<file path="src/hw/rtl/ocvm_pkg.sv">
// Shared types, constants and arithmetic helpers of the orbit camera view block.
`default_nettype none

package ocvm_pkg;

    localparam int ANGLE_BITS_DEF = 16;
    localparam int CFG_W          = 32;

    localparam logic [30:0] DIST_RESET   = 31'd327680;
    localparam logic [31:0] HEIGHT_RESET = 32'd131072;
    localparam logic [30:0] ONE30        = 31'h4000_0000;
    localparam logic [31:0] POLY_SEED    = 32'd3864;

    typedef enum logic {
        REG_DISTANCE = 1'b0,
        REG_HEIGHT   = 1'b1
    } cfg_reg_t;

    typedef struct packed {
        logic [30:0]        distance;
        logic signed [31:0] height;
    } cfg_t;

    typedef struct packed {
        logic signed [31:0] x;
        logic signed [31:0] y;
        logic signed [31:0] z;
        logic [31:0]        phase;
    } item_t;

    typedef logic signed [67:0] wide_t;

    // Odd sine polynomial coefficients, Q30, applied highest order first.
    function automatic logic [31:0] poly_coef(input logic [2:0] k);
        logic [31:0] c;
        case (k)
            3'd1:    c = 32'd172272;
            3'd2:    c = 32'd5026989;
            3'd3:    c = 32'd85569306;
            3'd4:    c = 32'd693598668;
            3'd5:    c = 32'd1686629713;
            default: c = 32'd0;
        endcase
        return c;
    endfunction

    // Shift right with rounding half away from zero.
    function automatic wide_t round_shift(input wide_t v, input int unsigned sh);
        wide_t mag;
        wide_t r;
        mag = v[67] ? -v : v;
        r   = (mag + (wide_t'(1) << (sh - 1))) >>> sh;
        return v[67] ? -r : r;
    endfunction

    function automatic logic [31:0] sat32(input wide_t v);
        logic [31:0] r;
        if (v > 68'sd2147483647)
            r = 32'h7FFF_FFFF;
        else if (v < -68'sd2147483648)
            r = 32'h8000_0000;
        else
            r = v[31:0];
        return r;
    endfunction

endpackage

`default_nettype wire

</file>
<file path="src/hw/rtl/ocvm_queue.sv">
// Two-entry queue between front and back end.
`default_nettype none

module ocvm_queue (
    input  wire logic            clk,
    input  wire logic            rst_n,
    input  wire logic            push,
    input  ocvm_pkg::item_t      push_data,
    output logic                 full,
    input  wire logic            pop,
    output ocvm_pkg::item_t      pop_data,
    output logic                 empty
);
    import ocvm_pkg::*;

    item_t       mem [2];
    logic        wr_ptr_reg;
    logic        rd_ptr_reg;
    logic [1:0]  count_reg;

    assign full     = (count_reg == 2'd2);
    assign empty    = (count_reg == 2'd0);
    assign pop_data = mem[rd_ptr_reg];

    always_ff @(posedge clk)
    begin
        if (push)
            mem[wr_ptr_reg] <= push_data;
    end

    always_ff @(posedge clk or negedge rst_n)
    begin
        if (!rst_n)
        begin
            wr_ptr_reg <= 1'b0;
            rd_ptr_reg <= 1'b0;
            count_reg  <= 2'd0;
        end
        else
        begin
            if (push)
                wr_ptr_reg <= !wr_ptr_reg;
            if (pop)
                rd_ptr_reg <= !rd_ptr_reg;
            if (push && !pop)
                count_reg <= count_reg + 2'd1;
            else if (pop && !push)
                count_reg <= count_reg - 2'd1;
        end
    end

endmodule

`default_nettype wire

</file>
<file path="config.mk">
export PLATFORM = sky130hd
export DESIGN_NAME = ocvm_queue
export DESIGN_NICKNAME = d
export VERILOG_FILES = /design/src/hw/rtl/ocvm_pkg.sv /design/src/hw/rtl/ocvm_queue.sv
export SDC_FILE = /design/constraint.sdc
export NUM_CORES = 1
export LEC_CHECK = 0
export BUFFER_PORTS_ARGS = -buffer_cell sky130_fd_sc_hd__buf_2
export CORE_ASPECT_RATIO = 1.25
export CORE_UTILIZATION = 50
export DETAILED_ROUTE_END_ITERATION = 7
export PLACE_DENSITY = 0.77
export SLEW_MARGIN = 5
export SYNTH_ARGS = -nofsm -noshare
export SYNTH_HDL_FRONTEND = slang
export SYNTH_SLANG_ARGS = --single-unit
</file>
<file path="constraint.sdc">
create_clock -name clk -period 8.93 [get_ports clk]
set_clock_uncertainty 0.2 [all_clocks]
set_input_delay 0.893 -clock clk [delete_from_list [all_inputs] [get_ports clk]]
set_output_delay 0.893 -clock clk [all_outputs]
set_load 0.05 [all_outputs]
</file>
; Word level (Yosys, flattened, before mapping)
; Memories as Yosys holds them, arrays and structs flattened.
; Cells that the tools add are included.
[op_classes]
n_addsub = 2
eq_ne = 1
muxes = 4
n_reduce_logical = 8
[op_table]
columns = op, n
row1 = 1-bit zero test, 4
row2 = 2-bit two-way mux, 2
row3 = 2-bit by 1-bit adder with 2-bit output (second input constant), 1
row4 = 2-bit == test (second input constant), 1
row5 = 1-bit logical AND, 2
row6 = 2-bit zero test, 1
row7 = 1-bit two-way mux, 2
row8 = 2-bit nonzero test, 1
row9 = 2-bit by 1-bit subtractor with 2-bit output (second input constant), 1
[totals]
reg_bits = 4
mem_bits_rw = 256
inputBits = 132
output_inout_bits = 130
wordCells = 19
n_memories = 1
[memory_table]
columns = memory, words, word_bits, rd, rd_clocked_by_memory_dff, wr, line_no
row1 = mem, 2, 128, 1, 0, 1, ocvm_queue.sv:16  ; item_t mem [2];

; Logic depth before layout (Yosys ltp)
; Gate-level depths: netlist of run 1.
[logic_depth]
word_depth = 4
mapped_depth = 5
ltp_nobuf = 5

; Worst setup path after synthesis of run 1
; OpenSTA, ideal clock, no wires.
[synth_timing]
path_type = input port to flip-flop
from = input push
to = memory mem[0][0] in the netlist's numbering (enable)
setup_ps = 632
arrival_ps = 6441
required_time_ps = 8098
path_slack_ps = 1657
cell_stages = 1
path_cell_list = nor2b_1
[synth_via]
elab_chain_cells = 2
[synth_rtl]
columns = item, line_no
row1 = from (decl), ocvm_queue.sv:7  ; input wire logic push,
row2 = 1-bit two-way mux, ocvm_queue.sv:27  ; if (push)
row3 = 1-bit two-way mux (implied by the code), ocvm_queue.sv:28  ; mem[wr_ptr_reg] <= push_data;
row4 = to (decl), ocvm_queue.sv:16
; Every way passes these cells.

==> parameters.txt, run 1 <==
Parameter                              Value

Timing
  Final-layout setup total negative slack    0 ns
  Number of endpoints with negative hold slack in the final report    0
  Transition at the pin with the smallest max-transition slack    about 0.94 ns
  Max frequency    244 MHz
  Time the worst path needs with I/O delays and setup    4.10 ns
  Final number of setup-violating endpoints    0
  PnR worst setup slack    between 4 and 5 ns
  Max Transition Viols Final    0
  RSZ-0062 raised after global routing    false
  Worst slew margin relative to its limit    0.372
  Crit share post-route    0.460

Routing
  Ratio of routed vias to standard cells    5.13
  ANT nets after route    0
  1st-pass router iterations    6
  Number of vias in the routed layout    around 4800
  Remaining DRCs    28
  Number of design-rule violations left by the first detailed-router iteration    281
  Total length of routed wires    17600 um
  Avg WL per Cell    between 15 and 20 um

Logic synthesis
  Cell types with the largest area share after synthesis    edfxtp_1, mux2_2, buf_6, dfrtp_1, xor2_1
  Average cell area after synthesis    22.9 um^2
  Post-synthesis sequential area ratio    0.823
  Cell type contributing the most total cell area after synthesis    edfxtp_1
  Number of enable flip-flop cells after synthesis    roughly 260
  Synth warnings    0
  Synthesized netlist cell count    just over 400
  Most frequent cell after synthesis    edfxtp_1
  FFs w/ async S/R, synth    0.0154
  Cell area after technology mapping    roughly 9500 um^2
  Area share of the largest cell type after synthesis    0.812
  Top cells by instance count after synthesis    edfxtp_1, mux2_2, buf_6
  Most instantiated flip-flop cell in the synthesis netlist    edfxtp_1
  Synth Register Bits    260
  Number of distinct library cells after synthesis    12
  Synthesized net count    approximately 550

Clock tree
  Gates resized, CTS repair    0
  CTS root buffer    clkbuf_16
  Number of sinks driven by the clock tree    between 200 and 300
  # Post-CTS Setup Buffers    0
  CTS clk-pin slew, worst paths    roughly 0.060 ns
  Insertion delay to the later sink of the worst-skew pair    0.50 ns
  # H-tree levels    1
  Maximum clock path buffer count    3
  Total CTS buffers    25
  TritonCTS clock tree    yes

Global routing
  Antenna violations before repair    0
  Wire length of the first global-routing pass    around 27000 um
  Number of global-route vias before repair    between 5000 and 6000
  Largest net degree at the start of global routing    71
  Overflow left after global routing    0
  Global-route usage over all layers    0.178

Place
  Cell Area, Placed    around 11000 um^2
  HPWL Detailed    roughly 11000 um
  Placer congestion estimate    about 0.73
  Number of port buffers    between 200 and 300
  Pre-CTS setup slack    between 5 and 6 ns

Worst setup path
  CP Data Required Time    7.84 ns
  Endpoint kind of the worst setup timing path    primary output
  Setup Crit Path Kind    reg2out
  Worst setup SP type    register
  Critical path data arrival time    3.01 ns
  Crit Path Max Fanout    66

Floorplan
  Die Width    roughly 130 um
  Number of core rows    55
  Top-Level Pins    roughly 260
  Initial cell density of the core    0.517
  Die Outline Area    19500 um^2
  Floorplan Core Area    about 18000 um^2
  Die Height    between 150 and 200 um

Finish
  Share of post-route cells with drive strength above 1    0.608
  Fill cell instance count of the final layout    approximately 1300
  Post-route cell area    11800 um^2
  Flip-flop count of the largest register after layout    about 260
  Layout area overhead    24.1%
  Net total in the final layout    826
  Diode insertion count for antenna repair    0

Run
  Count of max-cap constraint violations    0

Power
  Total power per unit cell area    381 nW/um^2
  Leakage    0.00445 uW
  Maximum vdd ir drop    ~0.27 mV

Worst hold path
  Worst hold path class    reg2reg

Outcome
  Status    finished with violations
  Violated checks    DRC
-- final cells by class --
type / count / area (um^2) / share of cell area
clock buffers: 31 / 648 / 0.0552
inverters: 1 / 3.75 / 0.000319
multi-input cells: 139 / 1530 / 0.131
flip-flops and latches: 260 / 7790 / 0.663
repair buffers: 266 / 1350 / 0.115
well taps: 228 / 285 / 0.0243
clock inverters: 14 / 141 / 0.0120
-- placed cells by master, fill, tap and decap left out --
| cell type | instances |
|---|---|
| nor2_1 | 2 |
| clkbuf_1 | 6 |
| edfxtp_1 | 256 |
| inv_1 | 1 |
| dfrtp_1 | 3 |
| bufinv_16 | 3 |
| clkbuf_16 | 25 |
| dfrtp_4 | 1 |
| clkinv_1 | 3 |
| xnor2_1 | 1 |
| clkinv_2 | 8 |
| nor2b_1 | 1 |
| mux2_2 | 128 |
| xor2_1 | 4 |
| ha_1 | 1 |
| and2_4 | 1 |
| buf_2 | 261 |
| buf_4 | 4 |
| nor2b_4 | 1 |
| dlygate4sd3_1 | 1 |
-- metal layers --
metal,track usage,up-vias,share of wire
li1,-,2215,-
met1,0.184,2367,0.35
met2,0.336,200,0.54
met3,0.0552,39,0.088
met4,0.0685,0,0.029
met5,0,-,0
-- where the power goes --
part,internal [uW],leakage (uW),switching (uW)
sequential,1620,0.00245,112
combinational,465,0.00161,1260
clock,600,0.000394,410
total,2690,0.00445,1790
-- cells by family after synthesis --
group	Yosys count	share of synthesized area
xor+xnor	5	0.00463
fa+ha+maj	1	0.00132
buf+inv	15	0.0164
flops	260	0.823
mux	128	0.152
simple gates	5	0.00278
-- repair_timing --
| action | CTS | global route |
|---|---|---|
| hold buffers | 1 | 0 |
| hold endpoints to repair | 4 | 0 |
| endpoints found under the setup margin | 0 | 0 |
-- worst paths after layout --
check	start	end	slack [ns]	cells past startpoint
setup / recovery	rd_ptr_reg	pop_data[24]	4.83	3
hold / removal	count_reg[1]	count_reg[1]	0.30	1
setup reg to reg	wr_ptr_reg	mem[1][103]	6.24	2
hold reg to reg	count_reg[1]	count_reg[1]	0.30	1
max in group asynchronous	rst_n	rd_ptr_reg	7.84	2
min in group asynchronous	rst_n	rd_ptr_reg	0.56	2
-- worst max-delay path, stage by stage (launching register included) --
cell,delay (ns)
dfrtp_4,0.99
buf_4,0.77
mux2_2,0.44
buf_2,0.22
-- per-stage QoR --
stage               hold slack, ns   util  instances  power (uW)
finish                       0.299  0.642        939        4470
global route                 0.348  0.642        939        4640
CTS                          0.305  0.642        939        4520
detailed placement           0.292  0.598        893        3500
global placement             0.271  0.598        893        3460
floorplan                    0.255      -        414        3200
Power figures use the tool's default switching activity.
==> run 2: changes to the inputs <==
- ABC_AREA: not set -> 1
- CORE_UTILIZATION: 50 -> 47
- PLACE_DENSITY: 0.77 -> 0.76
- clock period: 8.93 -> 3.6 ns (I/O delays scaled with it)
==> parameters.txt, run 2 <==
Parameter                              Value

Outcome
  Status    completed

Worst hold path
  Worst hold path class    reg2reg
  Worst hold path depth    2 (+1)

Logic synthesis
  Cell types with the largest area share after synthesis    edfxtp_1, mux2_2, buf_6, dfrtp_1, inv_1
  Average cell area after synthesis    22.4 um^2 (-1.9%)
  Number of enable flip-flop cells after synthesis    256 (unchanged)
  Synthesized net count    556 (+1.6%)
  Number of distinct library cells after synthesis    13 (+1)
  Cell type contributing the most total cell area after synthesis    edfxtp_1
  FFs w/ async S/R, synth    0.0154 (unchanged)
  Synth Register Bits    260 (unchanged)
  Synth warnings    0 (unchanged)
  Area share of the largest cell type after synthesis    0.810 (-0.00171)
  Most instantiated flip-flop cell in the synthesis netlist    edfxtp_1
  Most frequent cell after synthesis    edfxtp_1
  Top cells by instance count after synthesis    edfxtp_1, mux2_2, buf_6
  Synthesized netlist cell count    423 (+2.2%)
  Cell area after technology mapping    9490 um^2 (+0.21%)
  Post-synthesis sequential area ratio    0.821 (-0.00174)

Worst setup path
  Endpoint kind of the worst setup timing path    primary output
  Cell count of the worst reg-to-reg path    2 (unchanged)
  Crit Path Max Fanout    42 (-36%)
  Launch instance of the worst register-to-register path    wr_ptr_reg
  CP Data Required Time    3.04 ns (-4.80 ns)
  Worst R2R Setup Slack    1.59 ns (-4.65 ns)
  Critical path data arrival time    2.33 ns (-0.68 ns)
  CP endpoint    pop_data[78]
  Origin of the worst setup path    rd_ptr_reg
  Worst setup SP type    register
  Setup Crit Path Kind    reg2out
  End of the worst register-to-register path    mem[0][5]

Routing
  Number of vias in the routed layout    5389 (+12%)
  Number of design-rule violations left by the first detailed-router iteration    267 (-5.0%)
  ANT nets after route    0 (unchanged)
  1st-pass router iterations    4 (-2)
  Total length of routed wires    20300 um (+15%)
  Remaining DRCs    0 (-100%)
  Ratio of routed vias to standard cells    4.82 (-6.2%)
  Avg WL per Cell    18.2 um (-3.1%)

Global routing
  Overflow left after global routing    0 (unchanged)
  Global-route usage over all layers    0.195 (+0.0169)
  Antenna violations before repair    0 (unchanged)
  Number of global-route vias before repair    5990 (+12%)
  Wire length of the first global-routing pass    30500 um (+14%)
  Largest net degree at the start of global routing    80 (+13%)

Timing
  Max Transition Viols Final    0 (unchanged)
  Worst hold slack    0.335 ns (+0.0358 ns)
  Final number of setup-violating endpoints    0 (unchanged)
  Crit share post-route    0.804
  Worst slew margin relative to its limit    0.292 (-0.0795)
  Time the worst path needs with I/O delays and setup    2.89 ns
  RSZ-0062 raised after global routing    false
  Number of endpoints with negative hold slack in the final report    0 (unchanged)
  Max frequency    between 300 and 400 MHz
  Transition at the pin with the smallest max-transition slack    1.06 ns (+0.119 ns)

Floorplan
  Initial cell density of the core    0.484 (-0.0335)
  Die Height    161 um (+3.2%)
  Top-Level Pins    262 (unchanged)
  Floorplan Core Area    19600 um^2 (+7.1%)
  Number of core rows    57 (+3.6%)
  Die Outline Area    20800 um^2 (+6.5%)
  Die Width    129 um (+3.2%)

Finish
  Flip-flop count of the largest register after layout    256 (unchanged)
  Area taken by multi-input logic gates    1530 um^2 (-0.33%)
  Leading cell type in the layout, fill and taps excluded    buf_2
  Share of post-route cells with drive strength above 1    0.504 (-0.104)
  Core utilization of the finished layout    0.673 (+0.0313)
  Top library cells by usage in the layout, fill and taps aside    buf_2, edfxtp_1, dlygate4sd3_1
  Layout area overhead    39.2%
  Diode insertion count for antenna repair    0 (unchanged)
  Fill cell instance count of the final layout    1264 (-3.4%)
  Register area    7790 um^2 (unchanged)
  Net total in the final layout    969 (+17%)

Clock tree
  CTS clk-pin slew, worst paths    0.06 ns (about the same)
  TritonCTS clock tree    yes
  # H-tree levels    1 (unchanged)
  Insertion delay to the later sink of the worst-skew pair    0.50 ns (about the same)
  CTS root buffer    clkbuf_16
  Number of sinks driven by the clock tree    260 (unchanged)
  # Post-CTS Setup Buffers    0 (unchanged)
  Maximum clock path buffer count    3 (unchanged)
  Total CTS buffers    24 (-4.0%)

Place
  Placer congestion estimate    0.679 (-7.5%)
  Number of port buffers    261 (unchanged)
  HPWL Detailed    11700 um (+2.2%)

Power
  Total power per unit cell area    861 nW/um^2 (+130%)
  Leakage    0.00505 uW (+13%)
  Maximum vdd ir drop    0.576 mV (+110%)

Run
  Count of max-cap constraint violations    0 (unchanged)
run 2: cell types whose count changed after synthesis, sizes merged:
cell / previous run / this run
nand4: 0 / 1
nor2: 2 / 3
xor2: 4 / 2
and2: 1 / 0
nand2: 0 / 5
nand3: 0 / 1
inv: 1 / 7
nor2b: 2 / 0
run 2: worst min path at each step:
stage / slack [ns] / endpoint / from
final: 0.33 / count_reg[1] / count_reg[1]
after global routing: 0.36 / count_reg[1] / count_reg[1]
after CTS: 0.34 / count_reg[1] / count_reg[1]
after detailed placement: -0.01 / count_reg[1] / rst_n
after global placement: -0.02 / wr_ptr_reg / rst_n
after floorplan: -0.14 / count_reg[0] / rst_n
run 2: metal layers:
metal / vias up / GRT usage / share of wire
li1: 2498 / - / -
met1: 2639 / 0.199 / 0.35
met2: 205 / 0.374 / 0.56
met3: 47 / 0.0453 / 0.063
met4: 0 / 0.0791 / 0.032
met5: - / 0 / 0
run 2: metrics by stage:
stage	setup WS [ns]	total power (uW)	cell area, um^2	setup TNS [ns]	instances
after global placement	1.28	8630	11100	0	942
final	0.707	11400	13200	0	1119
after floorplan	-0.0273	7880	9490	-3.49	423
after CTS	0.681	11400	13200	0	1119
after detailed placement	1.22	8710	11100	0	942
after global routing	0.594	11800	13200	0	1119
run 2: cells by family (layout without fill, tap and decap cells):
group                      after synthesis  after routing  synth area share
adders and majority gates                1              1           0.00132
DFF                                    260            260             0.821
and+or+nand+nor                         10             10           0.00435
xor gates and xnor gates                 3              3           0.00277
muxes                                  128            128             0.152
buffers and inverters                   21            452            0.0187
run 2: final cells by class:
type,instances,share of cell area
clock inverter,13,0.0121
clock buffer,31,0.0491
tap,265,0.0251
sequential,260,0.590
multi-input combinational,142,0.116
timing repair buffer,401,0.206
inverter,7,0.00218
run 2: repair_timing:
item | 4_1_cts | 5_1_grt
hold buffers | 133 | 0
endpoints found under the hold margin | 262 | 0
resized for setup | 0 | 0
run 2: critical path, cell delays in order (launching register included):
cell	delay, ns
dfrtp_4	0.64
buf_4	0.52
mux2_2	0.41
buf_2	0.21
run 2: power by group:
group / total, uW / internal, uW / switching [uW]
combinational: 4560 / 1270 / 3290
sequential: 4220 / 4020 / 200
clock: 2590 / 1550 / 1030
total: 11400 / 6850 / 4520
