[config.mk]
export PLATFORM = sky130hd
export DESIGN_NAME = ocvm_front
export DESIGN_NICKNAME = d
export VERILOG_FILES = /design/src/hw/rtl/ocvm_pkg.sv /design/src/hw/rtl/ocvm_front.sv
export SDC_FILE = /design/constraint.sdc
export NUM_CORES = 1
export LEC_CHECK = 0
export BUFFER_PORTS_ARGS = -buffer_cell sky130_fd_sc_hd__buf_2
export CAP_MARGIN = 30
export CORE_AREA = 3 3 94 96
export DETAILED_ROUTE_END_ITERATION = 16
export DIE_AREA = 0 0 97 99
export HOLD_SLACK_MARGIN = 0.03
export PLACE_DENSITY_LB_ADDON = 0.3
export SLEW_MARGIN = 20
export SYNTH_ARGS = -nofsm -noshare
export SYNTH_HDL_FRONTEND = slang
export SYNTH_SLANG_ARGS = --single-unit
[constraint.sdc]
create_clock -name clk -period 2.7 [get_ports clk]
set_input_delay 0.405 -clock clk [delete_from_list [all_inputs] [get_ports clk]]
set_output_delay 0.405 -clock clk [all_outputs]
set_load 0.02 [all_outputs]
[src/hw/rtl/ocvm_pkg.sv]
// Shared types, constants and arithmetic helpers of the orbit camera view block.
`default_nettype none

package ocvm_pkg;

    localparam int ANGLE_BITS_DEF = 16;
    localparam int CFG_W          = 32;

    localparam logic [30:0] DIST_RESET   = 31'd327680;
    localparam logic [31:0] HEIGHT_RESET = 32'd131072;
    localparam logic [30:0] ONE30        = 31'h4000_0000;
    localparam logic [31:0] POLY_SEED    = 32'd3864;

    typedef enum logic {
        REG_DISTANCE = 1'b0,
        REG_HEIGHT   = 1'b1
    } cfg_reg_t;

    typedef struct packed {
        logic [30:0]        distance;
        logic signed [31:0] height;
    } cfg_t;

    typedef struct packed {
        logic signed [31:0] x;
        logic signed [31:0] y;
        logic signed [31:0] z;
        logic [31:0]        phase;
    } item_t;

    typedef logic signed [67:0] wide_t;

    // Odd sine polynomial coefficients, Q30, applied highest order first.
    function automatic logic [31:0] poly_coef(input logic [2:0] k);
        logic [31:0] c;
        case (k)
            3'd1:    c = 32'd172272;
            3'd2:    c = 32'd5026989;
            3'd3:    c = 32'd85569306;
            3'd4:    c = 32'd693598668;
            3'd5:    c = 32'd1686629713;
            default: c = 32'd0;
        endcase
        return c;
    endfunction

    // Shift right with rounding half away from zero.
    function automatic wide_t round_shift(input wide_t v, input int unsigned sh);
        wide_t mag;
        wide_t r;
        mag = v[67] ? -v : v;
        r   = (mag + (wide_t'(1) << (sh - 1))) >>> sh;
        return v[67] ? -r : r;
    endfunction

    function automatic logic [31:0] sat32(input wide_t v);
        logic [31:0] r;
        if (v > 68'sd2147483647)
            r = 32'h7FFF_FFFF;
        else if (v < -68'sd2147483648)
            r = 32'h8000_0000;
        else
            r = v[31:0];
        return r;
    endfunction

endpackage

`default_nettype wire

[src/hw/rtl/ocvm_front.sv]
// Front end: accept frame words, update the kept yaw angle, form the phase.
`default_nettype none

module ocvm_front #(
    parameter int ANGLE_BITS = ocvm_pkg::ANGLE_BITS_DEF
) (
    input  wire logic                clk,
    input  wire logic                rst_n,
    input  wire logic                in_valid,
    output logic                     in_ready,
    input  wire logic signed [31:0]  object_x,
    input  wire logic signed [31:0]  object_y,
    input  wire logic signed [31:0]  object_z,
    input  wire logic [15:0]         yaw_value,
    input  wire logic                yaw_load,
    input  wire logic                q_full,
    output logic                     q_push,
    output ocvm_pkg::item_t          q_data
);
    import ocvm_pkg::*;

    logic [ANGLE_BITS-1:0] angle_reg;
    logic [ANGLE_BITS-1:0] angle_next;
    logic [39:0]           step_wide;
    logic [ANGLE_BITS-1:0] step;

    assign in_ready  = !q_full;
    assign q_push    = in_valid && in_ready;
    assign step_wide = {yaw_value, 24'd0} >> (40 - ANGLE_BITS);
    assign step      = step_wide[ANGLE_BITS-1:0];

    always_comb
    begin
        if (yaw_load)
            angle_next = step;
        else
            angle_next = angle_reg + step;
    end

    always_ff @(posedge clk or negedge rst_n)
    begin
        if (!rst_n)
            angle_reg <= '0;
        else if (q_push)
            angle_reg <= angle_next;
    end

    assign q_data.x     = object_x;
    assign q_data.y     = object_y;
    assign q_data.z     = object_z;
    assign q_data.phase = {angle_next, {(32 - ANGLE_BITS){1'b0}}};

endmodule

`default_nettype wire

[After elaboration in Yosys (flattened, before gate mapping)]
Index checks and enable logic that the tools add are counted.
W data, S select, Z words.
Storage, ports and cells
  flip-flop bits (word level): 16
  bits of input ports: 117
  output and inout bits: 130
  word-level logic and storage cells: 5
Operators by class
  $add $sub $neg: 1
  muxes and demuxes: 1
  reductions and logical operators: 2
Operators with widths (number)
  $add A16 B16 Y16: 1
  $mux W16: 1
  $logic_and A1 B1 Y1: 1
  $logic_not A1 Y1: 1

[Longest topological paths before layout]
Gate-level depths: netlist of run 1.
  depth in word-level cells: 2
  gate-level depth with buffers: 9
  mapped depth without buffers: 9

[Worst setup path before layout of run 1]
No wires, ideal clock.
  path type: in2out
  start: input yaw_value[4]
  end: output q_data[31] (netlist name)
  arrival: 2.238 ns
  data required time: 2.295 ns
  path slack: 0.057 ns
  stages on the path: 8
  buffers on the path: 0
  cells stage by stage: ha_1 -> a21oi_2 -> o211ai_2 -> and4_4 -> a211o_4 -> and3_1 -> or3_1 -> nand3_1
RTL lines
  start: declaration: line ocvm_front.sv:14  | input wire logic [15:0] yaw_value,
  end: declaration: line ocvm_front.sv:18  | output ocvm_pkg::item_t q_data

==> results of run 1 <==
-- layout make-up --
| class | count | area (um2) | area share [%] |
|---|---|---|---|
| Clock buffer | 4 | 55.1 | 2.29 |
| Inverter | 3 | 11.3 | 0.468 |
| Tap cell | 105 | 131 | 5.46 |
| Timing Repair Buffer | 65 | 433 | 18.0 |
| Multi-Input combinational cell | 177 | 1380 | 57.2 |
| Sequential cell | 16 | 400 | 16.6 |
-- worst min path at each step --
stage | to | slack, ps | cells after the start
finish | angle_reg[9] | 60 | 1
global route | angle_reg[7] | 80 | 1
CTS | angle_reg[9] | 80 | 1
detailed placement | angle_reg[9] | 370 | 1
global placement | angle_reg[9] | 360 | 1
floorplan | angle_reg[0] | 110 | 0
-- per-layer routing --
metal	share of wire (%)	vias to the layer above	track usage (%)
met1	40	806	12.5
met2	48	94	18.0
met5	0	-	0
met3	7.2	43	3.04
li1	-	817	-
met4	4.8	0	6.16
-- cell usage after synthesis, types with 6 or more instances --
cell type / n
buf_4: 114
ha_1: 15
mux2_2: 9
a21o_1: 7
dfrtp_1: 16
a21oi_1: 10
nand2_1: 44
clkbuf_1: 6
xnor2_1: 9
nor2_1: 6
o21ai_0: 8
o21ai_1: 9
-- where the power goes --
part / leakage (nW) / internal [mW] / switching (mW)
registers: 0.193 / 0.321 / 0.0728
clock network: 0.0288 / 0.130 / 0.104
logic: 0.912 / 0.771 / 0.759
-- metrics by stage --
stage / cell area [um2] / hold slack (ps) / power (mW)
3_3_place_gp: 2060 / 365 / 1.63
3_5_place_dp: 2060 / 366 / 1.64
6_report: 2410 / 61.0 / 2.16
2_1_floorplan: 2450 / 109 / 1.46
4_1_cts: 2230 / 78.8 / 1.99
5_1_grt: 2410 / 83.7 / 2.34
-- logic make-up (layout without fill, tap and decap cells) --
family | Yosys count | after routing
compound gates | 51 | 51
xor+xnor | 13 | 13
fa+ha+maj | 16 | 16
buf+inv | 123 | 72
flops | 16 | 16
mux | 10 | 10
other cells | 1 | 16
simple gates | 71 | 71
-- repair_timing --
action	4_1_cts	5_1_grt
pin swaps	12	20
resized for setup	23	27
setup endpoints to repair	9	11
hold buffers	0	0
buffers inserted	1	4
==> impl_metrics.sql, run 1 <==
INSERT INTO impl_metrics (metric_group, metric, value, unit) VALUES
('run_status', 'run_status', 'finished with violations', ''),
('run_status', 'violations_in_the_final_reports', 'setup timing', ''),
('power', 'p_leak', '1.13', 'nW'),
('cts', 'tritoncts', 'yes', ''),
('die', 'initial_utilization', '29.4', '%'),
('logic_synthesis', 'mappedNetlistArea', '2390', 'um2'),
('placed_design', 'placed_cells_incl_taps', '361', ''),
('route', 'via_per_instance_ratio', '4.76', ''),
('logic_synthesis', 'synth_top_family_by_area', 'buffers and inverters', ''),
('route', 'detail_route.wl_per_cell', '14.8', 'um'),
('logic_synthesis', 'postSynthAreaPerCell', '7.95', 'um2'),
('timing', 'layout_setup_ws', '-117', 'ps'),
('setup_path', 'path_max_fanout', '5', ''),
('logic_synthesis', 'xor_xnor_share_of_the_synthesized_area', '4.76', '%'),
('setup_path', 'cp_cell_sequence', 'ha_4 -> a21oi_4 -> o211ai_2 -> and4_4 -> a211o_4 -> and3_4 -> or3_4 -> nand3_2 -> buf_6', ''),
('logic_synthesis', 'ys_types', '44', ''),
('die', 'coreArea', '8130', 'um2'),
('setup_path', 'critical-path-slowest-cell', 'dfrtp_1', ''),
('timing', 'worst_clock_skew', '9.32', 'ps'),
('logic_synthesis', 'synthDominantCellAreaShare', '35.8', '%'),
('logic_synthesis', 'register_area_share_after_synthesis', '16.7', '%'),
('global_route', 'first_pass_grt_wire_length', '8690', 'um'),
('final_layout', 'drive_gt1_share', '42.6', '%'),
('cts', 'clock_transition_at_the_registers_of_the_reported_paths', '80', 'ps'),
('logic_synthesis', 'asyncSetResetFlopFracSynth', '100', '%'),
('setup_path', 'ff2ff_setup_slack', '290', 'ps'),
('logic_synthesis', 'yosysTopAreaCell', 'buf_4', ''),
('cts', 'clock_insertion_delay_worst_skew', '260', 'ps'),
('final_layout', 'area_growth', '0.575', '%'),
('setup_path', 'critical_path_class', 'reg2out', ''),
('logic_synthesis', 'yosys-mux-area-fraction', '4.70', '%'),
('route', 'drt_pass1_iterations', '5', ''),
('final_layout', 'most-common-layout-cells', '44 x nand2_1, 31 x buf_2, 28 x buf_4', ''),
('logic_synthesis', 'synth_compound_area_share', '14.2', '%'),
('setup_path', 'crit_path_end', 'q_data[31]', ''),
('die', 'num_io_pins', '247', ''),
('final_layout', 'n_fill_cell', '890', ''),
('logic_synthesis', 'synthSimpleGateAreaFrac', '13.6', '%'),
('logic_synthesis', 'post_synth_main_area_contributors', 'buf_4 36%, dfrtp_1 17%, ha_1 7.8%, nand2_1 6.9%, mux2_2 4.2%', ''),
('route', 'wl', '5490', 'um'),
('timing', 'setup_repair_after_global_routing_missed_its_margin', 'yes', ''),
('placed_design', 'port_buffers', '38', ''),
('timing', 'final_hold_vio_count', '0', ''),
('final_layout', 'antenna-diode-count', '0', ''),
('setup_path', 'startpoint_class', 'flip-flop', ''),
('die', 'die-area', '9600', 'um2'),
('final_layout', 'largest_register_ffs', '16', ''),
('placed_design', 'detailedPlace.worstSlack', '-211', 'ps'),
('timing', 'timing.fmax', '355', 'MHz'),
('setup_path', 'slowest_delay', '410', 'ps'),
('global_route', 'remaining_global_route_overflow', '0', ''),
('placed_design', 'gpl.final_weighted_congestion', '0.818', ''),
('cts', 'cts_num_sinks', '16', ''),
('die', 'dieHeight', '99', 'um'),
('timing', 'final-setup-viol-count', '7', ''),
('cts', 'clockBufferDepth', '2', ''),
('timing', 'setup_total_negative_slack', '-327', 'ps'),
('setup_path', 'path_buf_inv', '1', ''),
('setup_path', 'worst_path_dominant_cell_family', 'simple AND/OR/NAND/NOR gates', ''),
('logic_synthesis', 'number_of_enable_flip_flop_cells_after_synthesis', '0', ''),
('setup_path', 'timing.critical_path.to_type', 'output port', ''),
('logic_synthesis', 'synth_cells', '301', ''),
('logic_synthesis', 'synthesized_area_fraction_occupied_by_adder_cells', '8.68', '%'),
('logic_synthesis', 'synth-main-ff-cell', 'dfrtp_1', ''),
('global_route', 'antenna_found_initial', '0', ''),
('cts', 'cts.htree.levels', '1', ''),
('setup_path', 'worst-r2r-cell-count', '9', ''),
('route', 'drt_iter0_markers', '75', ''),
('final_layout', 'finish.cell_count_without_fillers', '370', ''),
('worst_hold_path', 'min_path_type', 'in2async', ''),
('setup_path', 'worst-endpoint-arrival', '2410', 'ps');
Note: power is estimated with default switching activity, not from simulation.
==> run 2: changes to the inputs <==
==> constraint.sdc (replaced) <==
create_clock -name clk -period 2.76 [get_ports clk]
set_input_delay 0.414 -clock clk [delete_from_list [all_inputs] [get_ports clk]]
set_output_delay 0.414 -clock clk [all_outputs]
set_load 0.02 [all_outputs]
==> impl_metrics.sql, run 2 (synthesis results as in run 1) <==
INSERT INTO impl_metrics (metric_group, metric, value, unit) VALUES
('run_status', 'run_status', 'finished with violations', ''),
('run_status', 'violations_in_the_final_reports', 'setup timing', ''),
('global_route', 'global_router_s_overall_resource_usage', '10.8', '%'),
('setup_path', 'critical_path_class', 'reg2out', ''),
('global_route', 'antenna_found_initial', '0', ''),
('final_layout', 'final_core_util', '29.1', '%'),
('die', 'dieHeight', '99', 'um'),
('final_layout', 'area_growth', '-1.20', '%'),
('setup_path', 'critical_path_required', '2350', 'ps'),
('die', 'num_io_pins', '247', ''),
('power', 'share_comb_of_total_power', '70.7', '%'),
('route', 'drt_pass1_iterations', '4', ''),
('route', 'm1WireLength', '2110', 'um'),
('setup_path', 'timing.critical_path.to_type', 'output port', ''),
('setup_path', 'critical-path-slowest-cell', 'dfrtp_1', ''),
('setup_path', 'setup.worst_path.start', 'angle_reg[8]', ''),
('setup_path', 'cp_cell_sequence', 'ha_4 -> a21oi_1 -> o21ai_2 -> a21o_1 -> a211o_4 -> and3_4 -> or3_4 -> nand3_2 -> buf_6', ''),
('global_route', 'grt_start_max_net_pins', '20', ''),
('die', 'num_rows', '33', ''),
('setup_path', 'worst-endpoint-arrival', '2480', 'ps'),
('timing', 'slew_violations', '0', ''),
('cts', 'clock_insertion_delay_worst_skew', '250', 'ps'),
('cts', 'tritoncts', 'yes', ''),
('route', 'detail_route.wl_per_cell', '14.6', 'um'),
('final_layout', 'layout_commonest_cell', 'nand2_1', ''),
('power', 'power.internal', '1.17', 'mW'),
('timing', 'finalCriticalPeriod', '2890', 'ps'),
('route', 'wl', '5400', 'um'),
('run', 'maxCapViolCount', '0', ''),
('worst_hold_path', 'min_path_type', 'in2async', ''),
('global_route', 'via_count_of_the_first_global_routing_pass', '1698', ''),
('setup_path', 'slowest_delay', '410', 'ps'),
('timing', 'worst_clock_skew', '1.73', 'ps'),
('placed_design', 'gpl.final_weighted_congestion', '0.837', ''),
('cts', 'cts_buffers', '3', ''),
('route', 'detailroute.via_count', '1740', ''),
('global_route', 'remaining_global_route_overflow', '0', ''),
('timing', 'layout_setup_ws', '-134', 'ps'),
('placed_design', 'port_buffers', '38', ''),
('cts', 'cts_root_buffer', 'clkbuf_8', ''),
('route', 'detailroute.wirelength.met2', '2640', 'um'),
('power', 'seq_power_share', '18.6', '%'),
('cts', 'clockBufferDepth', '2', ''),
('final_layout', 'largest_register_ffs', '16', ''),
('cts', 'cts_num_sinks', '16', ''),
('route', 'highest_layer', 'met4', ''),
('die', 'coreArea', '8130', 'um2'),
('setup_path', 'startpoint_class', 'flip-flop', ''),
('die', 'fp.dieW', '97', 'um'),
('timing', 'final-setup-viol-count', '3', ''),
('setup_path', 'timing.rr.end', 'angle_reg[15]', ''),
('final_layout', 'multiInputGateArea', '1350', 'um2'),
('cts', 'cts.htree.levels', '1', ''),
('route', 'drt_iter0_markers', '65', ''),
('final_layout', 'antenna-diode-count', '0', ''),
('route', 'final_routed_drc_violation_total', '0', ''),
('setup_path', 'crit_path_end', 'q_data[31]', ''),
('power', 'power.clock.fraction', '10.7', '%'),
('setup_path', 'r2r_start', 'angle_reg[12]', ''),
('timing', 'timing.fmax', '346', 'MHz'),
('route', 'via_per_instance_ratio', '4.70', ''),
('power', 'switching_share', '43.2', '%'),
('route', 'wl_met3', '401', 'um'),
('final_layout', 'sequential_area', '400', 'um2'),
('route', 'route.antenna.remaining_nets', '0', ''),
('timing', 'final_hold_vio_count', '0', ''),
('placed_design', 'dp_hpwl', '4230', 'um'),
('power', 'power.density', '874', 'nW/um2'),
('cts', 'clock_transition_at_the_registers_of_the_reported_paths', '70', 'ps'),
('final_layout', 'drive_gt1_share', '41.5', '%'),
('final_layout', 'most-common-layout-cells', '44 x nand2_1, 33 x buf_2, 29 x buf_4', ''),
('power', 'net-switching-power', '0.893', 'mW'),
('die', 'die-area', '9600', 'um2'),
('timing', 'post-route-period-util', '105', '%'),
('setup_path', 'worst-r2r-cell-count', '9', ''),
('die', 'initial_utilization', '29.4', '%'),
('final_layout', 'final_nets', '399', ''),
('setup_path', 'ff2ff_setup_slack', '340', 'ps'),
('power', 'fin_total_pwr', '2.07', 'mW'),
('setup_path', 'path_max_fanout', '5', ''),
('power', 'worst_ir_drop_vdd', '0.329', 'mV'),
('timing', 'setup_repair_after_global_routing_missed_its_margin', 'yes', ''),
('global_route', 'first_pass_grt_wire_length', '8620', 'um'),
('power', 'p_leak', '1.11', 'nW'),
('final_layout', 'n_fill_cell', '878', '');
==> run 2: cell counts in the layout (fill, tap and decap cells not counted) <==
No cell type changed its count.
==> run 2: power groups by stage <==
stage                     clock, mW  sequential, mW  combinational, mW
after floorplan                   0           0.350               1.08
after global placement            0           0.374               1.21
after detailed placement          0           0.377               1.21
after CTS                     0.231           0.380               1.37
after global routing          0.240           0.396               1.63
final                         0.220           0.385               1.46
==> run 2: repair_timing <==
| item | 4_1_cts | 5_1_grt |
|---|---|---|
| endpoints found under the setup margin | 8 | 8 |
| pin swaps | 15 | 10 |
| hold buffers | 0 | 0 |
| setup buffers | 6 | 1 |
| gates resized for setup | 21 | 21 |
==> run 2: layout make-up <==
class	count	area share [%]
timing repair buffer	65	17.6
tap	105	5.56
sequential	16	16.9
inverter	3	0.476
multi-input combinational	177	57.1
clock buffer	4	2.33
==> run 2: how the worst min path moves through the flow <==
stage / start / endpoint / slack, ps
2_1_floorplan: rst_n / angle_reg[0] / 120
3_3_place_gp: rst_n / angle_reg[9] / 370
3_5_place_dp: rst_n / angle_reg[9] / 380
4_1_cts: rst_n / angle_reg[7] / 100
5_1_grt: rst_n / angle_reg[6] / 110
6_report: rst_n / angle_reg[9] / 90
==> run 2: per-stage QoR <==
step / cell area (um2) / instances / setup slack (ps) / hold slack [ps] / TNS (ps)
final: 2360 / 370 / -134 / 86.6 / -211
after CTS: 2250 / 369 / -128 / 96.2 / -280
after floorplan: 2450 / 316 / 98.7 / 118 / 0
after global routing: 2360 / 370 / -239 / 107 / -777
after detailed placement: 2040 / 359 / -145 / 377 / -508
after global placement: 2040 / 359 / -120 / 375 / -368
==> run 2: worst max-delay path: cells and delay by family, from the launching register on <==
family          cells  cell delay [ps]
compound gates      4              830
simple gates        3              590
flops               1              410
fa+ha+maj           1              270
buf+inv             1              110
==> run 2: per-layer routing <==
layer / vias to the layer above / GRT usage [%]
met5: - / 0
met4: 0 / 5.72
met3: 38 / 3.18
met2: 86 / 18.2
met1: 805 / 12.4
li1: 811 / -
==> run 3: changes to the inputs <==
--- a/config.mk
+++ b/config.mk
@@ -7,9 +7,10 @@
 export LEC_CHECK = 0
 export BUFFER_PORTS_ARGS = -buffer_cell sky130_fd_sc_hd__buf_2
 export CAP_MARGIN = 30
-export CORE_AREA = 3 3 94 96
+export CORE_AREA = 3 3 95 97
+export CTS_BUF_LIST = sky130_fd_sc_hd__clkbuf_8
 export DETAILED_ROUTE_END_ITERATION = 16
-export DIE_AREA = 0 0 97 99
+export DIE_AREA = 0 0 98 100
 export HOLD_SLACK_MARGIN = 0.03
 export PLACE_DENSITY_LB_ADDON = 0.3
 export SLEW_MARGIN = 20
==> impl_metrics.sql, run 3 (synthesis results as in run 1) <==
INSERT INTO impl_metrics (metric_group, metric, value, unit) VALUES
('run_status', 'run_status', 'finished with violations', ''),
('route', 'via_per_instance_ratio', '4.60', ''),
('route', 'wl', '5260', 'um'),
('global_route', 'global_router_s_overall_resource_usage', '10.3', '%'),
('setup_path', 'path_max_fanout', '5', ''),
('die', 'initial_utilization', '29.1', '%'),
('placed_design', 'placed_cell_area', '2030', 'um2'),
('timing', 'post-route-period-util', '103', '%'),
('global_route', 'remaining_global_route_overflow', '0', ''),
('placed_design', 'gpl.final_weighted_congestion', '0.860', ''),
('die', 'num_io_pins', '247', ''),
('final_layout', 'area_growth', '-1.57', '%'),
('route', 'route.antenna.remaining_nets', '0', ''),
('cts', 'cts.htree.levels', '1', ''),
('die', 'coreArea', '8220', 'um2'),
('route', 'drt_pass1_iterations', '4', ''),
('timing', 'timing.fmax', '352', 'MHz'),
('setup_path', 'path_buf_inv', '1', ''),
('final_layout', 'drive_gt1_share', '42.5', '%'),
('power', 'seq_power_share', '18.4', '%'),
('power', 'p_leak', '1.11', 'nW'),
('run_status', 'violations_in_the_final_reports', 'setup timing', ''),
('global_route', 'grt_start_max_net_pins', '20', ''),
('setup_path', 'worst-endpoint-arrival', '2420', 'ps'),
('die', 'fp.dieW', '98', 'um'),
('cts', 'cts_num_sinks', '16', ''),
('timing', 'finalCriticalPeriod', '2840', 'ps'),
('placed_design', 'dp_hpwl', '4020', 'um'),
('timing', 'worst_clock_skew', '5.35', 'ps'),
('final_layout', 'antenna-diode-count', '0', ''),
('setup_path', 'critical_path_class', 'reg2out', ''),
('cts', 'clockBufferDepth', '2', ''),
('final_layout', 'final_cell_area', '2360', 'um2'),
('route', 'final_routed_drc_violation_total', '0', ''),
('final_layout', 'largest_register_ffs', '16', ''),
('cts', 'cts_hold_buffers', '0', ''),
('cts', 'cts_root_buffer', 'clkbuf_8', ''),
('route', 'drt_iter0_markers', '43', ''),
('final_layout', 'final_nets', '395', ''),
('setup_path', 'startpoint_class', 'flip-flop', ''),
('route', 'detailroute.via_count', '1683', ''),
('power', 'net-switching-power', '0.900', 'mW'),
('run', 'maxCapViolCount', '0', ''),
('die', 'die-area', '9800', 'um2'),
('die', 'num_rows', '33', ''),
('die', 'dieHeight', '100', 'um'),
('timing', 'slew_violations', '0', ''),
('setup_path', 'timing.critical_path.to_type', 'output port', ''),
('placed_design', 'placed_cells_incl_taps', '357', ''),
('setup_path', 'worst_path_dominant_cell_family', 'simple AND/OR/NAND/NOR gates', ''),
('worst_hold_path', 'min_path_type', 'in2async', ''),
('setup_path', 'critical_path_required', '2350', 'ps'),
('global_route', 'first_pass_grt_wire_length', '8220', 'um'),
('timing', 'layout_setup_ws', '-77.2', 'ps'),
('setup_path', 'slowest_delay', '410', 'ps'),
('power', 'power.clock.fraction', '10.8', '%'),
('setup_path', 'cp_cell_sequence', 'ha_4 -> a21oi_4 -> o211ai_2 -> and4_4 -> a211o_4 -> and3_1 -> or3_1 -> nand3_2 -> buf_6', ''),
('cts', 'clock_insertion_delay_worst_skew', '260', 'ps'),
('final_layout', 'n_fill_cell', '892', ''),
('cts', 'tritoncts', 'yes', ''),
('final_layout', 'layout_commonest_cell', 'nand2_1', ''),
('global_route', 'via_count_of_the_first_global_routing_pass', '1601', ''),
('placed_design', 'port_buffers', '38', ''),
('route', 'detail_route.wl_per_cell', '14.4', 'um'),
('power', 'switching_share', '43.6', '%'),
('power', 'power.density', '877', 'nW/um2'),
('final_layout', 'finish.cell_count_without_fillers', '366', ''),
('global_route', 'antenna_found_initial', '0', ''),
('power', 'share_comb_of_total_power', '70.8', '%'),
('final_layout', 'most-common-layout-cells', '43 x nand2_1, 31 x buf_2, 24 x buf_4', ''),
('timing', 'final-setup-viol-count', '3', ''),
('cts', 'clock_transition_at_the_registers_of_the_reported_paths', '80', 'ps'),
('power', 'power.internal', '1.17', 'mW'),
('timing', 'setup_repair_after_global_routing_missed_its_margin', 'yes', ''),
('cts', 'cts_buffers', '3', ''),
('setup_path', 'critical-path-slowest-cell', 'dfrtp_1', ''),
('timing', 'final_hold_vio_count', '0', ''),
('power', 'worst_ir_drop_vdd', '0.424', 'mV');
==> run 3: changes by cell type in the layout (fill, tap and decap cells not counted), sizes merged <==
cell  before  now
buf       65   61
==> run 3: worst paths after layout <==
path	depth (start not counted)	endpoint	slack, ps	startpoint
min	1	angle_reg[8]	80	rst_n
max	9	q_data[31]	-80	angle_reg[4]
max reg2reg	9	angle_reg[15]	370	angle_reg[12]
min reg2reg	2	angle_reg[9]	480	angle_reg[9]
max in group asynchronous	1	angle_reg[2]	2380	rst_n
min in group clk	3	angle_reg[12]	480	yaw_value[12]
==> run 3: final cells by class <==
cell class                 instances  area (um2)  share of cell area [%]
clock buffer                       4        55.1                    2.34
inverter                           3        11.3                   0.478
multi-input combinational        177        1360                    57.5
sequential                        16         400                    17.0
tap                              105         131                    5.58
timing repair buffer              61         403                    17.1
==> run 3: power by group through the flow <==
stage,Sequential (mW),Combinational (mW),Clock (mW)
floorplan,0.350,1.08,0
global placement,0.373,1.20,0
detailed placement,0.377,1.20,0
CTS,0.377,1.32,0.229
global route,0.393,1.62,0.238
finish,0.381,1.46,0.223
==> run 3: per-layer routing <==
layer / vias up / part of all wire (%) / GRT usage, %
met1: 771 / 45 / 13.3
met4: 0 / 5.6 / 6.18
met5: - / 0 / 0
li1: 798 / - / -
met3: 38 / 7.8 / 3.27
met2: 76 / 42 / 14.8
==> run 3: worst register-to-register path: stages (launching register included) <==
cell and delay [ps]:
dfrtp_1 390, ha_2 320, a21o_1 210, a21o_1 190
a21oi_1 140, buf_4 150, mux2_1 310, o221ai_1 170
o211ai_1 120, a211o_1 280
==> run 3: metrics by stage <==
step / power [mW] / hold WS [ps] / util (%) / setup slack (ps) / setup TNS, ps
after floorplan: 1.43 / 118 / - / 98.7 / 0
after global placement: 1.57 / 376 / 24.7 / -117 / -386
after detailed placement: 1.57 / 380 / 24.7 / -125 / -400
after CTS: 1.92 / 96.3 / 26.7 / -153 / -443
after global routing: 2.25 / 109 / 28.7 / -170 / -597
final: 2.07 / 82.2 / 28.7 / -77.2 / -106
==> run 3: timing repair <==
action	4_1_cts	5_1_grt
resized for setup	20	30
endpoints found under the setup margin	8	9
buffers inserted	1	4
pin swaps	11	16
